===== src/rtl/gn3_pkg.sv =====
// Shared types and constants for the 3D gradient noise evaluator.
// Used by gn3_front, gn3_back and gradient_noise_3d_top; depends on nothing.
package gn3_pkg;

  typedef enum logic [1:0] {
    OP_EVAL = 2'd0,
    OP_PERM = 2'd1,
    OP_GRAD = 2'd2
  } op_e;

  // One queued word, as accepted on the input channel.
  typedef struct packed {
    op_e                op;
    logic signed [31:0] x;
    logic signed [31:0] y;
    logic signed [31:0] z;
    logic [7:0]         idx;
    logic [7:0]         pval;
    logic signed [15:0] gx;
    logic signed [15:0] gy;
    logic signed [15:0] gz;
  } item_t;

  // Back-end status seen by the top level.
  typedef struct packed {
    logic load_wr;
    logic rd_busy;
  } bk_stat_t;

  localparam logic [17:0] SMOOTH_K = 18'd196608; // 3.0 in Q16
  localparam logic [50:0] WGT_RND  = 51'd2147483648;
  localparam logic signed [35:0] OUT_RND = 36'sd8192;

endpackage


===== src/rtl/gn3_front.sv =====
// Front end: input handshake, operation sorting and the word queue.
// Depends on gn3_pkg.
module gn3_front #(
  parameter int QUEUE_DEPTH = 4
) (
  input  logic                clk_i,
  input  logic                rst_ni,
  input  logic                in_valid_i,
  output logic                in_ready_o,
  input  logic [1:0]          operation_i,
  input  logic signed [31:0]  coord_x_i,
  input  logic signed [31:0]  coord_y_i,
  input  logic signed [31:0]  coord_z_i,
  input  logic [7:0]          table_index_i,
  input  logic [7:0]          perm_value_i,
  input  logic signed [15:0]  grad_x_in_i,
  input  logic signed [15:0]  grad_y_in_i,
  input  logic signed [15:0]  grad_z_in_i,
  output logic                q_valid_o,
  output gn3_pkg::item_t      q_item_o,
  input  logic                q_pop_i
);
  localparam int PW = (QUEUE_DEPTH > 1) ? $clog2(QUEUE_DEPTH) : 1;
  localparam int CW = $clog2(QUEUE_DEPTH + 1);

  gn3_pkg::item_t mem_q [QUEUE_DEPTH];
  gn3_pkg::item_t item;
  logic [PW-1:0]  wr_ptr_q, wr_ptr_d, rd_ptr_q, rd_ptr_d;
  logic [CW-1:0]  cnt_q, cnt_d;
  logic           push, known_op;

  always_comb begin
    case (operation_i)
      gn3_pkg::OP_EVAL, gn3_pkg::OP_PERM, gn3_pkg::OP_GRAD: known_op = 1'b1;
      default: known_op = 1'b0;
    endcase
  end

  assign in_ready_o = (cnt_q != CW'(QUEUE_DEPTH));
  // Drop the unused selector at the door.
  assign push       = in_valid_i && in_ready_o && known_op;
  assign q_valid_o  = (cnt_q != '0);
  assign q_item_o   = mem_q[rd_ptr_q];

  always_comb begin
    item.op   = gn3_pkg::op_e'(operation_i);
    item.x    = coord_x_i;
    item.y    = coord_y_i;
    item.z    = coord_z_i;
    item.idx  = table_index_i;
    item.pval = perm_value_i;
    item.gx   = grad_x_in_i;
    item.gy   = grad_y_in_i;
    item.gz   = grad_z_in_i;
  end

  always_comb begin
    wr_ptr_d = wr_ptr_q;
    rd_ptr_d = rd_ptr_q;
    cnt_d    = cnt_q;
    if (push) begin
      wr_ptr_d = (wr_ptr_q == PW'(QUEUE_DEPTH - 1)) ? '0 : wr_ptr_q + 1'b1;
    end
    if (q_pop_i) begin
      rd_ptr_d = (rd_ptr_q == PW'(QUEUE_DEPTH - 1)) ? '0 : rd_ptr_q + 1'b1;
    end
    if (push && !q_pop_i) begin
      cnt_d = cnt_q + 1'b1;
    end else if (!push && q_pop_i) begin
      cnt_d = cnt_q - 1'b1;
    end
  end

  always_ff @(posedge clk_i or negedge rst_ni) begin
    if (!rst_ni) begin
      wr_ptr_q <= '0;
      rd_ptr_q <= '0;
      cnt_q    <= '0;
    end else begin
      wr_ptr_q <= wr_ptr_d;
      rd_ptr_q <= rd_ptr_d;
      cnt_q    <= cnt_d;
    end
  end

  always_ff @(posedge clk_i) begin
    if (push) begin
      mem_q[wr_ptr_q] <= item;
    end
  end
endmodule


===== config.mk =====
export PLATFORM = sky130hd
export DESIGN_NAME = gn3_front
export DESIGN_NICKNAME = d
export VERILOG_FILES = /design/src/rtl/gn3_pkg.sv /design/src/rtl/gn3_front.sv
export SDC_FILE = /design/constraint.sdc
export NUM_CORES = 1
export LEC_CHECK = 0
export BUFFER_PORTS_ARGS = -buffer_cell sky130_fd_sc_hd__buf_4
export CAP_MARGIN = 15
export CORE_AREA = 2 2 247 249
export DETAILED_ROUTE_END_ITERATION = 10
export DIE_AREA = 0 0 249 251
export PLACE_DENSITY = 0.71
export RECOVER_POWER = 50
export SETUP_SLACK_MARGIN = 0.1
export SYNTH_ARGS = -nofsm -noshare
export SYNTH_HDL_FRONTEND = slang
export SYNTH_SLANG_ARGS = --single-unit

===== constraint.sdc =====
create_clock -name clk_i -period 5.6 [get_ports clk_i]
set_input_delay 1.12 -clock clk_i [delete_from_list [all_inputs] [get_ports clk_i]]
set_output_delay 1.12 -clock clk_i [all_outputs]
set_load 0.01 [all_outputs]

==> summary.md, run 1 <==
Floorplanning
• chip width: 249 um
• Top-Level Pins: 330
• y dimension of the die: 251 um
• Starting Density: 39.7%
• standard-cell rows: 90
• area of the core region: 59,800 um2
• area of the die: 62,500 um2

Detailed routing
• final routed wire length divided by cell count: 21.9 um
• detailed-router iteration count before antenna repair: 4
• Vias: 10,500
• violation count after the first detailed-route iteration: 733
• final WL: 46,300 um
• count of nets left with antenna violations after detail routing: 0
• via density per instance: 4.99
• # DRC: 0

Placement
• Detailed Place HPWL: 28,000 um
• post-place instance area: 27,300 um2
• routability-driven placement congestion ratio: 0.750
• minimum setup slack after placement: 2.12 ns
• IO buf count: 329

Setup path
• minimum setup slack among reg-to-reg paths: 1.75 ns
• category of cells accounting for the largest share of critical-path delay: simple AND/OR/NAND/NOR gates
• slowest stage cell on the critical path: and2_0
• Crit. path cell count: 5
• startpoint types: primary input
• buffers plus inverters on the worst setup path: 2
• data required time at the worst endpoint: 5.81 ns
• endpoint type of the worst setup path: flop
• Setup crit start: operation_i[1]
• startpoint of the worst register-to-register path: cnt_q[0]
• length in cells of the worst reg-to-reg path: 4
• worst-path maximum fanout: 74
• critical path cell sequence: clkbuf_1 > nand2_1 > and3_1 > and2_0 > buf_12
• critical path class: primary input to flop
• crit-path max cell delay: 1.95 ns
• arrival time at the worst endpoint: 4.21 ns

Synthesis
• register area share after synthesis: 82.7%
• cell area after synthesis: 23,700 um2
• count of synthesis-stage warnings from yosys: 0
• area fraction of the dominant cell type after synthesis: 82.0%
• top post-synthesis cells by area: edfxtp_1 82%, mux4_2 15%, dfrtp_1 0.74%
• synthesized instance count: 884
• mean post-synth cell area: 26.9 um2
• number of storage elements in the synthesis netlist: 655
• number of nets in the synthesized netlist: 1,057
• count of unique library cells instantiated by Yosys: 23
• post-synth top area cell: edfxtp_1

Timing
• skew final: 0.0158 ns
• ratio of final minimum period to clock period: 71.3%
• top achievable clock speed: 251 MHz
• Final Hold Slack: 0.436 ns
• final-report max-slew violation count: 194
• TNS Setup: 0 ns
• transition time at the pin with the least slew margin: 2.61 ns
• number of hold violations in the final report: 0
• slew margin rel.: -74.2%
• Final Worst Setup Slack: 1.61 ns
• time the worst path needs with I/O delays and setup: 3.99 ns
• final count of negative-setup-slack endpoints: 0
• unrepaired setup endpoints after global routing: false

Global routing
• via count of the first global-routing pass: 11,400
• first-pass GRT wire length: 69,600 um
• maximum number of pins on one net before global-route repair: 85
• overall fraction of global-route tracks in use: 14.9%
• total gr overflow: 0
• antenna violations before repair: 6

Clocking
• clock edge transition at the registers on the reported setup and hold paths: 0.06 ns
• cts bufs inserted: 69
• maximum clock insertion buffer count: 3
• Resize count post-CTS: 0
• Skew-Pair Late Insertion Delay: 0.60 ns
• clock root buffer: clkbuf_16
• number of hold-repair buffers added at the cts stage: 0
• CTS tree: done
• CTS H-tree depth: 3
• Clock Sinks: 655
• number of buffers inserted by post-CTS setup repair: 0

Run status
• failing checks: capacitance limit, slew limit
• outcome: finished with violations

Finish
• most used cells in the layout excluding fill and tap cells: 648 x edfxtp_1, 179 x clkbuf_1, 174 x buf_4
• Net count, final: 1,440
• Final Util: 48.2%
• most frequent standard cell in the layout excluding fill and tap cells: edfxtp_1
• area delta synth->final: 21.4%
• final non-filler cell area: 28,800 um2
• share of final-layout standard cells stronger than drive strength 1: 34.1%

Power and ir drop
• leakage component of the power: 9.31 nW
• pwr dens: 519 nW/um2
• maximum vdd ir drop: 0.000349 V

Hold path
• worst min-delay path category: primary input to async pin

Flow run
• Max-cap violations: 3

==> cell type report <==
cell class	instances	area [um2]
antenna	7	17.5
clock buffer	87	1840
clock inverter	38	320
fill	4853	31000
inverter	4	15.0
multi-input combinational	188	3890
sequential	655	19600
tap	782	978
timing repair buffer	349	2130
==> path summary, 6_finish.rpt <==
path,end
setup reg to reg,mem_q[0][73]
min in group clk_i,cnt_q[2]
hold / removal,rd_ptr_q[1]
hold reg to reg,cnt_q[2]
max in group asynchronous,rd_ptr_q[0]
setup / recovery,mem_q[0][73]
==> metal layers <==
layer,up-vias,share of wire [%],GRT usage (%)
li1,4626,-,-
met1,5534,38,17.9
met2,288,52,25.2
met3,86,6.1,4.29
met4,2,3.3,6.23
met5,-,0.028,0
==> sequential cells by signal, summed over array words and instances, names as in the netlist <==
| signal | flops |
|---|---|
| cnt_q | 3 |
| mem_q | 648 |
| rd_ptr_q | 2 |
| wr_ptr_q | 2 |
==> logic make-up (layout without fill, tap and decap cells) <==
family	after synthesis	in the layout	synth area share (%)
buf+inv	41	478	0.880
mux	166	166	15.6
simple gates	11	11	0.290
compound gates	1	1	0.0316
xor+xnor	3	3	0.111
flops	655	655	82.7
fa+ha+maj	7	7	0.401
other cells	0	7	0
==> power by group <==
part / switching, mW / internal, mW / total, mW
registers: 0.326 / 6.24 / 6.57
clock network: 1.78 / 2.52 / 4.30
logic: 2.01 / 2.08 / 4.08
total: 4.11 / 10.8 / 15.0
==> cell usage after synthesis <==
| library cell | number |
|---|---|
| a21o_1 | 1 |
| and2_2 | 4 |
| and3_1 | 1 |
| buf_1 | 7 |
| buf_2 | 23 |
| buf_4 | 5 |
| buf_6 | 1 |
| clkbuf_1 | 1 |
| dfrtp_1 | 7 |
| edfxtp_1 | 648 |
| fa_1 | 1 |
| ha_1 | 6 |
| inv_1 | 4 |
| mux2_2 | 2 |
| mux2_4 | 2 |
| mux4_2 | 162 |
| nand2_1 | 1 |
| nor2_1 | 2 |
| nor3_1 | 1 |
| or3_2 | 1 |
| or3b_1 | 1 |
| xnor2_1 | 1 |
| xor2_1 | 2 |
==> worst register-to-register path, stage by stage (launching register included) <==
cell	delay (ns)
dfrtp_1	0.42
or3b_1	0.18
and3_1	0.34
and2_0	1.95
buf_12	0.42
==> stage by stage <==
stage / std cells / power (mW)
final: 2110 / 15.0
after global routing: 2108 / 15.6
after CTS: 2103 / 15.3
after detailed placement: 1978 / 10.9
after global placement: 1978 / 10.9
after floorplan: 884 / 8.95
(Power assumes the default switching activity.)
==> inputs of run 2 (changes only) <==
Settings changed: PLACE_DENSITY 0.71 to 0.73.
Clock period 5.6 ns to 3.6 ns, I/O delays scaled along.
==> run 2 against run 1 <==
Net effect: the run still ends with capacitance limit, slew limit left; global-route usage up 0.68 points; cell count up 1.3%; clock power up 59%; die area unchanged; combinational power up 66%; setup slack worse by 1.3 ns; first-iteration DRC count down 0.55%; count of clock-buffer cells in the layout down 4; via count up 3.3%; hold slack worse by 0.054 ns; wire length up 4.6%; register-to-register slack worse by 1.2 ns; largest power group unchanged.
==> summary.md, run 2 (synthesis results as in run 1) <==
Finish
• most used cells in the layout excluding fill and tap cells: 648 x edfxtp_1, 202 x buf_4, 176 x clkbuf_1
• max FFs per register: 648
• largest registers ranked by flip-flop count: mem_q x648, cnt_q x3
• fill cell instance count of the final layout: 4,790
• most frequent standard cell in the layout excluding fill and tap cells: edfxtp_1
• footprint of the multi-input gates: 3890 um2
• area delta synth->final: 23.3%
• Net count, final: 1,477
• share of final-layout standard cells stronger than drive strength 1: 36.0%
• register ranked first by flip-flop count: mem_q
• Antenna diodes: 0
• register area: 19,600 um2

Flow run
• Max-cap violations: 2

Floorplanning
• area of the die: 62,500 um2
• area of the core region: 59,800 um2
• standard-cell rows: 90
• Top-Level Pins: 330
• Starting Density: 39.7%
• chip width: 249 um
• y dimension of the die: 251 um

Hold path
• number of cells on the worst hold path: 1
• worst min-delay path category: primary input to flop

Setup path
• arrival time at the worst endpoint: 2.53 ns
• startpoint types: flop
• data required time at the worst endpoint: 2.88 ns
• worst-path maximum fanout: 22
• length in cells of the worst reg-to-reg path: 4
• endpoint type of the worst setup path: output pin
• critical path class: flop to output pin

Global routing
• first-pass GRT wire length: 72,600 um
• antenna violations before repair: 5
• overall fraction of global-route tracks in use: 15.5%
• total gr overflow: 0
• maximum number of pins on one net before global-route repair: 44
• via count of the first global-routing pass: 11,700

Detailed routing
• # DRC: 0
• detailed-router iteration count before antenna repair: 4
• via density per instance: 5.09
• count of nets left with antenna violations after detail routing: 0
• final WL: 48,400 um
• violation count after the first detailed-route iteration: 729
• final routed wire length divided by cell count: 22.6 um
• Vias: 10,900

Clocking
• Clock Sinks: 655
• CTS H-tree depth: 3
• CTS tree: done
• clock root buffer: clkbuf_16
• number of hold-repair buffers added at the cts stage: 1
• clock edge transition at the registers on the reported setup and hold paths: 0.06 ns
• cts bufs inserted: 68
• number of buffers inserted by post-CTS setup repair: 0
• maximum clock insertion buffer count: 3
• Resize count post-CTS: 0
• Skew-Pair Late Insertion Delay: 0.59 ns

Timing
• number of hold violations in the final report: 0
• Final Worst Setup Slack: 0.350 ns
• slew margin rel.: -21.7%
• ratio of final minimum period to clock period: 90.3%
• top achievable clock speed: 308 MHz
• skew final: 0.0173 ns
• final-report max-slew violation count: 50
• time the worst path needs with I/O delays and setup: 3.25 ns
• transition time at the pin with the least slew margin: 1.83 ns
• TNS Setup: 0 ns
• final count of negative-setup-slack endpoints: 0
• unrepaired setup endpoints after global routing: false

Power and ir drop
• Power, Total: 23.7 mW
• leakage component of the power: 9.54 nW
• pwr dens: 811 nW/um2
• maximum vdd ir drop: 0.000489 V

Placement
• minimum setup slack after placement: 0.905 ns
• routability-driven placement congestion ratio: 0.758
• Detailed Place HPWL: 30,700 um
• IO buf count: 329

Run status
• failing checks: capacitance limit, slew limit
• outcome: finished with violations

run 2: changes by cell type in the layout (fill, tap and decap cells not counted), sizes merged:
cell	delta
buf	+38
diode	-7
bufinv	+2
clkbuf	-5
clkinvlp	+2
clkinv	-1
dlygate4sd3	+1
inv	-2
run 2: per-stage QoR:
stage	util, %	hold WS [ns]	area (um2)	instances
after floorplan	-	0.424	23700	884
after global placement	46.3	0.461	27700	2015
after detailed placement	46.3	0.489	27700	2015
after CTS	50.0	0.275	29900	2138
after global routing	48.9	0.357	29300	2138
final	48.9	0.381	29300	2138
run 2: final timing paths:
check                                 startpoint       endpoint  slack [ns]
worst min register to register          cnt_q[2]       cnt_q[2]        0.49
worst min-delay path            table_index_i[6]   mem_q[0][62]        0.38
worst max register to register          cnt_q[2]  mem_q[2][155]        0.51
max in group asynchronous                 rst_ni    rd_ptr_q[0]        2.65
worst max-delay path                 rd_ptr_q[0]   q_item_o[76]        0.35
min in group asynchronous                 rst_ni    wr_ptr_q[1]        0.60
run 2: worst max-delay path: stages, from the launching register on:
cell     delay [ns]
dfrtp_4        0.69
buf_12         0.29
buf_12         0.21
mux4_2         0.53
buf_4          0.16
run 2: power breakdown:
| part | switching [mW] | internal [mW] | leakage [nW] |
|---|---|---|---|
| sequential | 0.423 | 9.68 | 5.99 |
| combinational | 3.31 | 3.49 | 2.49 |
| clock | 2.80 | 4.05 | 1.07 |
| total | 6.53 | 17.2 | 9.54 |
run 2: routing by layer:
metal / GRT usage, % / share of wire, % / up-vias
met5: 0 / 0.11 / -
met4: 6.15 / 2.7 / 8
li1: - / - / 4694
met3: 4.09 / 6.5 / 82
met1: 19.4 / 39 / 5763
met2: 26.1 / 51 / 341
run 2: final cells by class:
type                    count  area share (%)
inverters                   4          0.0513
clock buffers              83            6.23
flip-flops and latches    655            67.1
clock inverters            39            1.29
multi-input cells         188            13.3
repair buffers            387            8.69
well taps                 782            3.34
==> inputs of run 3 (changes only) <==
Settings changed: PLACE_DENSITY 0.73 to 0.71.
Clock period 3.6 ns to 3.3 ns, I/O delays scaled along.
==> run 3 against run 2 <==
Net effect: non-clock buffer count is 19 lower; critical path type unchanged; the flow now finishes without violations; largest power group unchanged; clock skew is 0.00070 ns higher; sequential power is 8% higher; critical path depth down 1; register-to-register slack better by 0.05 ns; global-route usage down 0.25 points; wire length shrank 1.4%.
==> summary.md, run 3 (synthesis results as in run 1) <==
Detailed routing
• # DRC: 0
• count of nets left with antenna violations after detail routing: 0
• Vias: 10,800
• final routed wire length divided by cell count: 22.5 um
• violation count after the first detailed-route iteration: 744
• final WL: 47,800 um
• detailed-router iteration count before antenna repair: 5
• via density per instance: 5.09

Clocking
• CTS H-tree depth: 3
• cts bufs inserted: 68
• clock root buffer: clkbuf_16
• CTS tree: done
• maximum clock insertion buffer count: 3
• number of buffers inserted by post-CTS setup repair: 0
• Resize count post-CTS: 0
• clock edge transition at the registers on the reported setup and hold paths: 0.06 ns
• Skew-Pair Late Insertion Delay: 0.59 ns
• Clock Sinks: 655

Finish
• most used cells in the layout excluding fill and tap cells: 648 x edfxtp_1, 183 x buf_4, 170 x clkbuf_1
• register ranked first by flip-flop count: mem_q
• most frequent standard cell in the layout excluding fill and tap cells: edfxtp_1
• Net count, final: 1,458
• largest registers ranked by flip-flop count: mem_q x648, cnt_q x3
• footprint of the multi-input gates: 3890 um2
• fill cell instance count of the final layout: 4,857
• max FFs per register: 648
• register area: 19,600 um2
• area delta synth->final: 22.8%
• share of final-layout standard cells stronger than drive strength 1: 34.8%
• Post-Layout Cell Count: 2,123

Timing
• final-report max-slew violation count: 0
• unrepaired setup endpoints after global routing: true
• final count of negative-setup-slack endpoints: 0
• time the worst path needs with I/O delays and setup: 3.06 ns
• ratio of final minimum period to clock period: 92.7%
• top achievable clock speed: 327 MHz
• slew margin rel.: 6.83%
• Final Hold Slack: 0.323 ns
• skew final: 0.0180 ns
• number of hold violations in the final report: 0
• TNS Setup: 0 ns
• transition time at the pin with the least slew margin: 1.40 ns

Power and ir drop
• Power, Total: 25.8 mW
• maximum vdd ir drop: 0.000550 V
• pwr dens: 885 nW/um2
• leakage component of the power: 9.47 nW

Global routing
• met2 usage: 25.7%
• overall fraction of global-route tracks in use: 15.3%
• met3 Resource Use GR: 4.04%
• met1 track demand over resource: 18.7%
• total gr overflow: 0
• maximum number of pins on one net before global-route repair: 82
• antenna violations before repair: 5
• via count of the first global-routing pass: 11,400
• most heavily used metal layer in global routing: met2
• first-pass GRT wire length: 71,400 um

Setup path
• worst-path maximum fanout: 47
• critical path class: flop to output pin
• endpoint type of the worst setup path: output pin
• data required time at the worst endpoint: 2.64 ns
• startpoint types: flop
• arrival time at the worst endpoint: 2.40 ns

Placement
• routability-driven placement congestion ratio: 0.742
• placed cell count: 1,996
• IO buf count: 329
• Detailed Place HPWL: 29,700 um

Floorplanning
• Top-Level Pins: 330
• y dimension of the die: 251 um
• chip width: 249 um
• Starting Density: 39.7%
• area of the core region: 59,800 um2
• area of the die: 62,500 um2
• standard-cell rows: 90

Flow run
• Max-cap violations: 0

Run status
• outcome: complete, no violations

Hold path
• worst min-delay path category: primary input to flop

## run 3: cell count changes in the layout (fill, tap and decap cells not counted), sizes merged
cell,before,now
clkinv,27,35
clkinvlp,4,0
bufinv,6,8
diode,0,3
clkbuf,247,243
buf,222,202
## run 3: metal layers
| metal | up-vias | routed length, um |
|---|---|---|
| li1 | 4660 | - |
| met1 | 5767 | 18300 |
| met2 | 297 | 24900 |
| met3 | 80 | 3170 |
| met4 | 4 | 1380 |
| met5 | - | 27 |
## run 3: area by class of cell
type	count	area share, %
antenna	3	0.0257
clock buffer	78	6.18
clock inverter	45	1.48
inverter	4	0.0515
multi-input combinational	188	13.3
sequential	655	67.4
tap	782	3.36
timing repair buffer	368	8.20
## run 3: where the power goes
part	internal (mW)	switching, mW
sequential	10.6	0.348
combinational	3.64	3.69
clock	4.55	3.00
total	18.8	7.04
## run 3: worst paths after layout
| kind | start | end | slack, ns | cells after the start |
|---|---|---|---|---|
| setup / recovery | rd_ptr_q[0] | q_item_o[98] | 0.24 | 3 |
| hold / removal | coord_x_i[29] | mem_q[0][157] | 0.32 | 1 |
| setup reg to reg | cnt_q[0] | mem_q[0][92] | 0.56 | 4 |
| hold reg to reg | cnt_q[2] | cnt_q[2] | 0.47 | 1 |
| max in group asynchronous | rst_ni | rd_ptr_q[0] | 2.33 | 2 |
| min in group asynchronous | rst_ni | rd_ptr_q[1] | 0.59 | 2 |
## run 3: repair_timing
| item | 4_1_cts | 5_1_grt |
|---|---|---|
| hold buffers | 1 | 0 |
| hold endpoints to repair | 7 | 0 |
| endpoints found under the setup margin | 0 | 4 |
## run 3: critical path, stage by stage (launching register included)
cell	delay, ns
dfrtp_4	0.58
buf_12	0.35
mux4_2	0.61
buf_4	0.17
## run 3: through the flow
stage                     cell area [um2]  utilization [%]  setup slack, ns
after floorplan                     23700                -           -0.125
after global placement              27600             46.1            0.791
after detailed placement            27600             46.1            0.798
after CTS                           29800             49.8            0.133
after global routing                29200             48.8           0.0894
final                               29200             48.8            0.242
